### src/rtl/eac_pkg.sv
package eac_pkg;

	typedef enum logic [1:0] {
		ALARM_NONE      = 2'd0,
		ALARM_GAS       = 2'd1,
		ALARM_FIRE      = 2'd2,
		ALARM_INTRUSION = 2'd3
	} alarm_t;

	typedef enum logic [1:0] {
		RELAY_OFF  = 2'd0,
		RELAY_ON   = 2'd1,
		RELAY_KEEP = 2'd2
	} relay_t;

	typedef struct packed {
		logic signed [11:0] temp_a;
		logic signed [11:0] temp_b;
		logic [9:0]         humid_a;
		logic [9:0]         humid_b;
		logic [15:0]        light_a;
		logic [15:0]        light_b;
		logic               motion_a;
		logic               motion_b;
		logic               shake_a;
		logic               shake_b;
		logic [11:0]        gas_adc;
	} sensor_t;

	typedef struct packed {
		logic [6:0] comfort;
		logic [6:0] fan_level;
		logic [2:0] lamp_count;
		logic [1:0] gas_band;
		logic [6:0] hazard_pts;
		logic       fire_risk;
		logic       intrusion_flag;
		logic [1:0] alarm_kind;
		logic       fan_on;
		logic [6:0] fan_speed_cmd;
		logic [1:0] light_relay;
		logic       siren_on;
	} result_t;

	// comfort / 400: c >> 4 then multiply by ceil(2^16 / 25)
	localparam logic [11:0] COMFORT_RECIP = 12'd2622;
	localparam int unsigned COMFORT_SHIFT = 16;
	localparam logic [15:0] COMFORT_MAX   = 16'd40000;
	localparam logic [15:0] MOTION_BONUS  = 16'd2000;

	localparam int unsigned TREND_MARGIN  = 100;

endpackage

### src/rtl/eac_sensor_if.sv
interface eac_sensor_if;
	logic             valid;
	logic             ready;
	eac_pkg::sensor_t data;

	modport source (output valid, output data, input ready);
	modport sink (input valid, input data, output ready);
endinterface

### src/rtl/eac_result_if.sv
interface eac_result_if;
	logic             valid;
	logic             ready;
	eac_pkg::result_t data;

	modport source (output valid, output data, input ready);
	modport sink (input valid, input data, output ready);
endinterface

### src/rtl/environment_alarm_controller_unit.sv
// Environment alarm controller.
// sensor: one request per sensor round (two nodes of temperature, humidity,
//   light, motion and vibration, plus one gas reading).
// result: one request per round with comfort, fan, lamp, gas band, danger,
//   fire and intrusion flags, the chosen alarm and the actuator commands.
// Pipeline: an accepted round passes the input register, then the result
//   register, before it is offered on result.
// Throughput: one round per cycle unless result holds off; the gas trend sums
//   are kept as running totals over a shift line, so each sum costs one add and one subtract.
// Stalls: while result is held off, the result register keeps its request
//   and the input register fills; sensor.ready drops only when both are full.
// Reset: clears the gas history, the running sums, the fill count and both
//   valid flags; the first rounds see the cleared history as zero readings.
module environment_alarm_controller_unit #(
	parameter int unsigned HISTORY_DEPTH = 10
) (
	input logic         clk,
	input logic         arst_n,
	eac_sensor_if.sink  sensor,
	eac_result_if.source result
);

	localparam int unsigned WIN = HISTORY_DEPTH / 2;
	localparam int unsigned SW  = $clog2(WIN * 4096);
	localparam int unsigned FW  = $clog2(HISTORY_DEPTH + 1);

	logic [11:0]   hist_q [HISTORY_DEPTH];
	logic [SW-1:0] recent_q, older_q;
	logic [FW-1:0] fill_q;

	logic [SW-1:0] recent_nx, older_nx;
	logic [FW-1:0] fill_nx;

	logic             valid_s1;
	eac_pkg::sensor_t in_s1;
	logic [SW-1:0]    recent_s1, older_s1;
	logic             trend_ok_s1;

	logic             out_valid_q;
	eac_pkg::result_t res_q;
	eac_pkg::result_t res_d;

	logic accept, advance;

	assign advance      = !out_valid_q || result.ready;
	assign sensor.ready = !valid_s1 || advance;
	assign accept       = sensor.valid && sensor.ready;

	assign result.valid = out_valid_q;
	assign result.data  = res_q;

	// running window sums after the new reading enters
	always_comb begin
		recent_nx = recent_q + SW'(sensor.data.gas_adc) - SW'(hist_q[WIN-1]);
		older_nx  = older_q + SW'(hist_q[WIN-1]) - SW'(hist_q[HISTORY_DEPTH-1]);
		if (fill_q < FW'(HISTORY_DEPTH)) begin
			fill_nx = fill_q + FW'(1);
		end else begin
			fill_nx = fill_q;
		end
	end

	always_ff @(posedge clk or negedge arst_n) begin
		if (!arst_n) begin
			for (int i = 0; i < HISTORY_DEPTH; i++) begin
				hist_q[i] <= '0;
			end
			recent_q <= '0;
			older_q  <= '0;
			fill_q   <= '0;
		end else if (accept) begin
			hist_q[0] <= sensor.data.gas_adc;
			for (int i = 1; i < HISTORY_DEPTH; i++) begin
				hist_q[i] <= hist_q[i-1];
			end
			recent_q <= recent_nx;
			older_q  <= older_nx;
			fill_q   <= fill_nx;
		end
	end

	always_ff @(posedge clk or negedge arst_n) begin
		if (!arst_n) begin
			valid_s1    <= 1'b0;
			out_valid_q <= 1'b0;
		end else begin
			if (sensor.ready) begin
				valid_s1 <= sensor.valid;
			end
			if (advance) begin
				out_valid_q <= valid_s1;
			end
		end
	end

	always_ff @(posedge clk) begin
		if (accept) begin
			in_s1       <= sensor.data;
			recent_s1   <= recent_nx;
			older_s1    <= older_nx;
			trend_ok_s1 <= (fill_nx >= FW'(WIN));
		end
		if (advance && valid_s1) begin
			res_q <= res_d;
		end
	end

	// result logic
	logic signed [12:0] st;
	logic [10:0]        sh;
	logic [16:0]        lux_sum;
	logic [15:0]        lux;
	logic               motion, shake;
	logic [11:0]        gas;

	logic signed [13:0] td;
	logic [13:0]        t_abs;
	logic signed [11:0] hd;
	logic [10:0]        h_abs;
	logic signed [16:0] ld;
	logic [16:0]        l_abs;
	logic [11:0]        t_sc, h_sc, l_sc;
	logic [15:0]        c_raw, c_cl;
	logic [23:0]        c_prod;

	logic [6:0]         fan;
	logic               fire, intr, rising, gas_trip;
	logic [SW:0]        older_m;
	eac_pkg::alarm_t    alarm;
	eac_pkg::relay_t    relay;

	always_comb begin
		st      = {in_s1.temp_a[11], in_s1.temp_a} + {in_s1.temp_b[11], in_s1.temp_b};
		sh      = {1'b0, in_s1.humid_a} + {1'b0, in_s1.humid_b};
		lux_sum = {1'b0, in_s1.light_a} + {1'b0, in_s1.light_b};
		lux     = lux_sum[16:1];
		motion  = in_s1.motion_a | in_s1.motion_b;
		shake   = in_s1.shake_a | in_s1.shake_b;
		gas     = in_s1.gas_adc;

		td    = {st[12], st} - 14'sd480;
		t_abs = td[13] ? 14'(-td) : 14'(td);
		t_sc  = (t_abs >= 14'd500) ? 12'd0 : 12'd4000 - {t_abs[8:0], 3'b000};

		hd    = $signed({1'b0, sh}) - 12'sd1000;
		h_abs = hd[11] ? 11'(-hd) : 11'(hd);
		h_sc  = (h_abs >= 11'd1000) ? 12'd0 : 12'd4000 - {h_abs[9:0], 2'b00};

		ld    = $signed({1'b0, lux}) - 17'sd500;
		l_abs = ld[16] ? 17'(-ld) : 17'(ld);
		l_sc  = (l_abs >= 17'd800) ? 12'd0 :
			12'd4000 - ({l_abs[9:0], 2'b00} + 12'(l_abs[9:0]));

		c_raw = {2'b00, t_sc, 2'b00} + {4'b0000, t_sc}
			+ {3'b000, h_sc, 1'b0} + {4'b0000, h_sc}
			+ {3'b000, l_sc, 1'b0}
			+ (motion ? eac_pkg::MOTION_BONUS : 16'd0);
		c_cl   = (c_raw > eac_pkg::COMFORT_MAX) ? eac_pkg::COMFORT_MAX : c_raw;
		c_prod = c_cl[15:4] * eac_pkg::COMFORT_RECIP;

		priority if (st <= 13'sd520) fan = 7'd0;
		else if (st <= 13'sd600) fan = 7'd30;
		else if (st <= 13'sd640) fan = 7'd60;
		else if (st <= 13'sd680) fan = 7'd80;
		else fan = 7'd90;

		fire = (gas > 12'd500) && (st > 13'sd800);
		intr = motion && shake;

		older_m  = {1'b0, older_s1} + (SW+1)'(eac_pkg::TREND_MARGIN);
		rising   = trend_ok_s1 && ({1'b0, recent_s1} > older_m);
		gas_trip = (gas >= 12'd600) || (rising && gas > 12'd400);

		res_d = '0;
		res_d.comfort   = c_prod[eac_pkg::COMFORT_SHIFT+6:eac_pkg::COMFORT_SHIFT];
		res_d.fan_level = fan;

		if (motion) begin
			priority if (lux < 16'd100) res_d.lamp_count = 3'd4;
			else if (lux < 16'd200) res_d.lamp_count = 3'd3;
			else if (lux < 16'd300) res_d.lamp_count = 3'd2;
			else if (lux < 16'd400) res_d.lamp_count = 3'd1;
			else res_d.lamp_count = 3'd0;
		end

		priority if (gas < 12'd200) res_d.gas_band = 2'd0;
		else if (gas < 12'd400) res_d.gas_band = 2'd1;
		else if (gas < 12'd600) res_d.gas_band = 2'd2;
		else res_d.gas_band = 2'd3;

		res_d.hazard_pts = ((st > 13'sd600) ? 7'd10 : 7'd0)
			+ ((st > 13'sd800) ? 7'd20 : 7'd0)
			+ ((sh > 11'd1600) ? 7'd10 : 7'd0)
			+ ((gas > 12'd400) ? 7'd30 : 7'd0)
			+ (motion ? 7'd10 : 7'd0)
			+ (shake ? 7'd20 : 7'd0);

		res_d.fire_risk      = fire;
		res_d.intrusion_flag = intr;

		priority if (gas_trip) begin
			alarm               = eac_pkg::ALARM_GAS;
			res_d.fan_on        = 1'b1;
			res_d.fan_speed_cmd = 7'd90;
			relay               = eac_pkg::RELAY_OFF;
			res_d.siren_on      = 1'b1;
		end else if (fire) begin
			alarm               = eac_pkg::ALARM_FIRE;
			res_d.fan_on        = 1'b1;
			res_d.fan_speed_cmd = 7'd90;
			relay               = eac_pkg::RELAY_KEEP;
			res_d.siren_on      = 1'b1;
		end else if (intr) begin
			alarm               = eac_pkg::ALARM_INTRUSION;
			res_d.fan_on        = 1'b0;
			res_d.fan_speed_cmd = 7'd0;
			relay               = eac_pkg::RELAY_ON;
			res_d.siren_on      = 1'b1;
		end else begin
			alarm               = eac_pkg::ALARM_NONE;
			res_d.fan_on        = (fan != 7'd0);
			res_d.fan_speed_cmd = fan;
			res_d.siren_on      = 1'b0;
			priority if (motion && lux < 16'd300) relay = eac_pkg::RELAY_ON;
			else if (!motion || lux > 16'd800) relay = eac_pkg::RELAY_OFF;
			else relay = eac_pkg::RELAY_KEEP;
		end

		res_d.alarm_kind  = alarm;
		res_d.light_relay = relay;
	end

endmodule
### src/flat_wrapper.sv
// flat-port wrapper written by rule: the top's interface ports become plain ports
module environment_alarm_controller_unit_flat 
#(
	parameter int unsigned HISTORY_DEPTH = 10
)
  (clk, arst_n, sensor_valid, sensor_data, sensor_ready, result_valid, result_data, result_ready);
  eac_sensor_if sensor_i ();
  eac_result_if result_i ();
  input logic clk;
  input logic arst_n;
  input wire logic [$bits(sensor_i.valid)-1:0] sensor_valid;
  input wire logic [$bits(sensor_i.data)-1:0] sensor_data;
  output wire logic [$bits(sensor_i.ready)-1:0] sensor_ready;
  output wire logic [$bits(result_i.valid)-1:0] result_valid;
  output wire logic [$bits(result_i.data)-1:0] result_data;
  input wire logic [$bits(result_i.ready)-1:0] result_ready;
  assign sensor_i.valid = sensor_valid;
  assign sensor_i.data = sensor_data;
  assign sensor_ready = sensor_i.ready;
  assign result_valid = result_i.valid;
  assign result_data = result_i.data;
  assign result_i.ready = result_ready;
  environment_alarm_controller_unit #(.HISTORY_DEPTH(HISTORY_DEPTH)) u_core (.clk(clk), .arst_n(arst_n), .sensor(sensor_i), .result(result_i));
endmodule
### config.mk
export PLATFORM = sky130hd
export DESIGN_NAME = environment_alarm_controller_unit_flat
export DESIGN_NICKNAME = d
export VERILOG_FILES = /design/src/rtl/eac_pkg.sv /design/src/rtl/eac_sensor_if.sv /design/src/rtl/eac_result_if.sv /design/src/rtl/environment_alarm_controller_unit.sv /design/src/flat_wrapper.sv
export SDC_FILE = /design/constraint.sdc
export NUM_CORES = 1
export LEC_CHECK = 0
export BUFFER_PORTS_ARGS = -buffer_cell sky130_fd_sc_hd__buf_2
export CAP_MARGIN = 5
export CORE_UTILIZATION = 40
export CTS_BUF_LIST = sky130_fd_sc_hd__clkbuf_8 sky130_fd_sc_hd__clkbuf_16
export DETAILED_ROUTE_END_ITERATION = 6
export SLEW_MARGIN = 20
export SYNTH_ARGS = -nofsm -noshare
export SYNTH_HDL_FRONTEND = slang
export SYNTH_SLANG_ARGS = --single-unit
export TNS_END_PERCENT = 50
### constraint.sdc
create_clock -name clk -period 23.4 [get_ports clk]
set_input_delay 2.34 -clock clk [delete_from_list [all_inputs] [get_ports clk]]
set_output_delay 2.34 -clock clk [all_outputs]
set_load 0.01 [all_outputs]
==> summary.md <==
| Metric | Value |
|---|---|
| Final Hold Viols | 0 |
| Die height | 242.2 µm |
| Routed vias/inst | 5.187 |
| Post-DR wirelength/cell | 15.80 µm |
| Data required, critical path | 23.71 ns |
| Post-Syn Area | 23090 µm² |
| Cells after synthesis | roughly 2400 |
| Final HPWL DP | 39.89 mm |
| P&R area growth vs syn | 12.46% |
| Worst slew pin tran | 1.035 ns |
| Post-layout min period | roughly 16 ns |
| NumNets Final | between 2000 and 3000 |
| Largest net degree at the start of global routing | roughly 130 |
| CTS tree | yes |
| TritonRoute pass-1 iters | 5 |
| Final WL | 52.84 mm |
| Post-synthesis average cell area | 9.458 µm² |
| Die X-Extent | 242.2 µm |
| Hold_buf cts | 0 |
| Antenna-violating nets left | 0 |
| Die area | 58680 µm² |
| Clock root buffer | clkbuf_16 |
| Status | completed |
| Top FF cell, synth | edfxtp_1 |
| Yosys reg bits | 317 |
| Top Ports | 139 |
| CP Data Arrival Time | 16.10 ns |
| RSZ-0062 raised after global routing | false |
| Post-CTS Setup Repair Bufs | 0 |
| Fmax | 63.33 MHz |
| Hold WC Path Type | reg -> reg |
| Setup TNS | 0 ns |
| DR vias | between 15000 and 20000 |
| Critical path launch point type | register |
| Share of post-route cells with drive strength above 1 | 9.818% |
| Most Frequent Cell on Critical Path | ha_1 |
| Worst reg2reg setup slack | 7.61 ns |
| FFs w/ async S/R, synth | 49.21% |
| Core area | 56710 µm² |
| CTS sink count | 317 |
| CP max-delay cell | o31ai_4 |
| CTS Buf Count | 39 |
| Max-capacitance violation count | 0 |
| WS Path Type | reg -> reg |
| N_diodes | 0 |
| Clk_lat worst skew | slightly below 0.6 ns |
| Initial antenna violation count | 1 |
| Final period util | approximately two thirds |
| Critical-path maximum fanout | 27 |
| Slew headroom | around 31% |
| CTS Buffer Depth | 3 |
| Count of final max-slew check failures | 0 |
| Top cell family by delay on the critical path | compound AO/OA/AOI/OAI gates |
| # rows | 87 |
| Global-route wire length before repair | approximately 87 mm |
| Cell variety after synth | just under 90 |
| Starting DRT DRC Count | 1039 |
| Crit path buf inv count | 5 |
| Post-synth EDFFs | ~160 |
| Global placer's final weighted congestion | 0.8739 |
| Clock skew | 0.02976 ns |
| Number of synthesis warnings | 0 |
| GRT Residual Overflow | 0 |
| GRT Overall Usage | 18.08% |
| Clk slew on worst S/H paths | 0.06 ns |
| Initial Util | 40.71% |
| Sequential-to-total area share from yosys stat | 37.85% |
| CP endpoint kind | register |
| Post-CTS Resized | 0 |
| Final setup viols | 0 |
| CP max stage delay | between 0.7 and 0.8 ns |
| DRC | 0 |
| IO buf count | 135 |
| H-tree depth | 2 |
| Vias in the first global route | ~17000 |
-- state kept, by name, summed over array words and instances (netlist names), 12 cells and up, named ones only --
name,count
u_core.hist_q,120
u_core.in_s1,80
u_core.result.data,38
u_core.older_q,15
u_core.older_s1,15
u_core.recent_q,15
u_core.recent_s1,15
u_core.gas,12
-- path summary, 6_finish.rpt --
| kind | from | to | cells after the start |
|---|---|---|---|
| hold reg to reg | u_core.hist_q[16] | u_core.hist_q[4] | 2 |
| max in group asynchronous | arst_n | u_core.hist_q[69] | 2 |
| hold / removal | u_core.hist_q[16] | u_core.hist_q[4] | 2 |
| setup reg to reg | u_core.in_s1[69] | u_core.result.data[40] | 53 |
| min in group asynchronous | arst_n | u_core.hist_q[31] | 1 |
| setup / recovery | u_core.in_s1[69] | u_core.result.data[40] | 53 |
-- metrics by stage --
step / util (%) / cells / worst slack [ns] / area (µm²) / hold slack [ns]
2_1_floorplan: - / 2443 / 9.580 / 23090 / 0.4386
3_3_place_gp: 43.24 / 3271 / 8.064 / 24520 / 0.4475
3_5_place_dp: 43.25 / 3271 / 7.579 / 24530 / 0.4525
4_1_cts: 45.75 / 3343 / 7.517 / 25950 / 0.4591
5_1_grt: 45.78 / 3343 / 6.449 / 25960 / 0.4777
6_report: 45.78 / 3343 / 7.610 / 25960 / 0.4583
-- cells in the mapped netlist (all sizes together), types with 6 or more instances --
cell type | number | area share [%]
a2111oi | 9 | 0.34
a211o | 6 | 0.23
a211oi | 16 | 0.54
a21boi | 12 | 0.39
a21o | 55 | 1.8
a21oi | 101 | 2.2
a31oi | 19 | 0.51
and2 | 16 | 0.43
and3 | 29 | 0.79
buf | 13 | 0.29
clkbuf | 60 | 0.98
dfrtp | 156 | 17
edfxtp | 161 | 21
fa | 87 | 7.5
ha | 229 | 12
inv | 277 | 4.5
mux2 | 7 | 0.34
mux2i | 10 | 0.43
nand2 | 416 | 6.8
nand2b | 27 | 0.76
nand3 | 34 | 0.74
nand4 | 9 | 0.24
nor2 | 122 | 2.0
nor2b | 28 | 0.76
nor3 | 52 | 1.2
nor3b | 7 | 0.25
nor4 | 21 | 0.63
o211a | 6 | 0.26
o211ai | 8 | 0.26
o21a | 19 | 0.62
o21ai | 134 | 2.9
o21bai | 12 | 0.39
o22ai | 6 | 0.16
o311ai | 9 | 0.34
o31ai | 9 | 0.43
or2 | 15 | 0.41
or3 | 13 | 0.35
or4 | 7 | 0.23
xnor2 | 107 | 4.1
xor2 | 50 | 1.9
-- per-layer routing --
metal | vias to the layer above | GRT usage, % | share of wire (%)
met4 | 0 | 6.273 | 3.0
met1 | 8355 | 22.84 | 45
met5 | - | 0 | 0
met2 | 304 | 31.56 | 49
li1 | 8601 | - | -
met3 | 80 | 2.481 | 3.4
-- cell type report --
cell class                 count  area (µm²)
clock inverter                31       416.7
clock buffer                  41        1003
inverter                     278        1051
fill                        5380       30750
timing repair buffer         145       760.7
sequential                   317        8738
tap                          756       945.9
multi-input combinational   1775       13050
-- tightest hold or removal path, delay by kind of cell, from the launching register on --
| family | cells | cell delay (ns) |
|---|---|---|
| simple gates | 2 | 0.10 |
| flops | 1 | 0.34 |
-- placed cells by master, fill, tap and decap left out, drive strengths merged, types with 34 or more instances in the layout --
| master | Yosys | routed |
|---|---|---|
| a21o | 55 | 55 |
| a21oi | 101 | 101 |
| buf | 13 | 145 |
| clkbuf | 60 | 41 |
| dfrtp | 156 | 156 |
| edfxtp | 161 | 161 |
| fa | 87 | 87 |
| ha | 229 | 229 |
| inv | 277 | 288 |
| nand2 | 416 | 416 |
| nand3 | 34 | 34 |
| nor2 | 122 | 122 |
| nor3 | 52 | 52 |
| o21ai | 134 | 134 |
| xnor2 | 107 | 107 |
| xor2 | 50 | 50 |
-- cells by family after synthesis --
group           after synthesis  synth area share, %
mux                          17               0.7750
simple gates                812                16.11
compound gates              467                13.23
xor+xnor                    160                6.281
buf+inv                     351                5.783
flops                       317                37.85
other cells                   1              0.01624
fa+ha+maj                   316                19.95
Power is not shown: default switching activity piles up to over one toggle a cycle in this logic, so the estimate is an artifact.
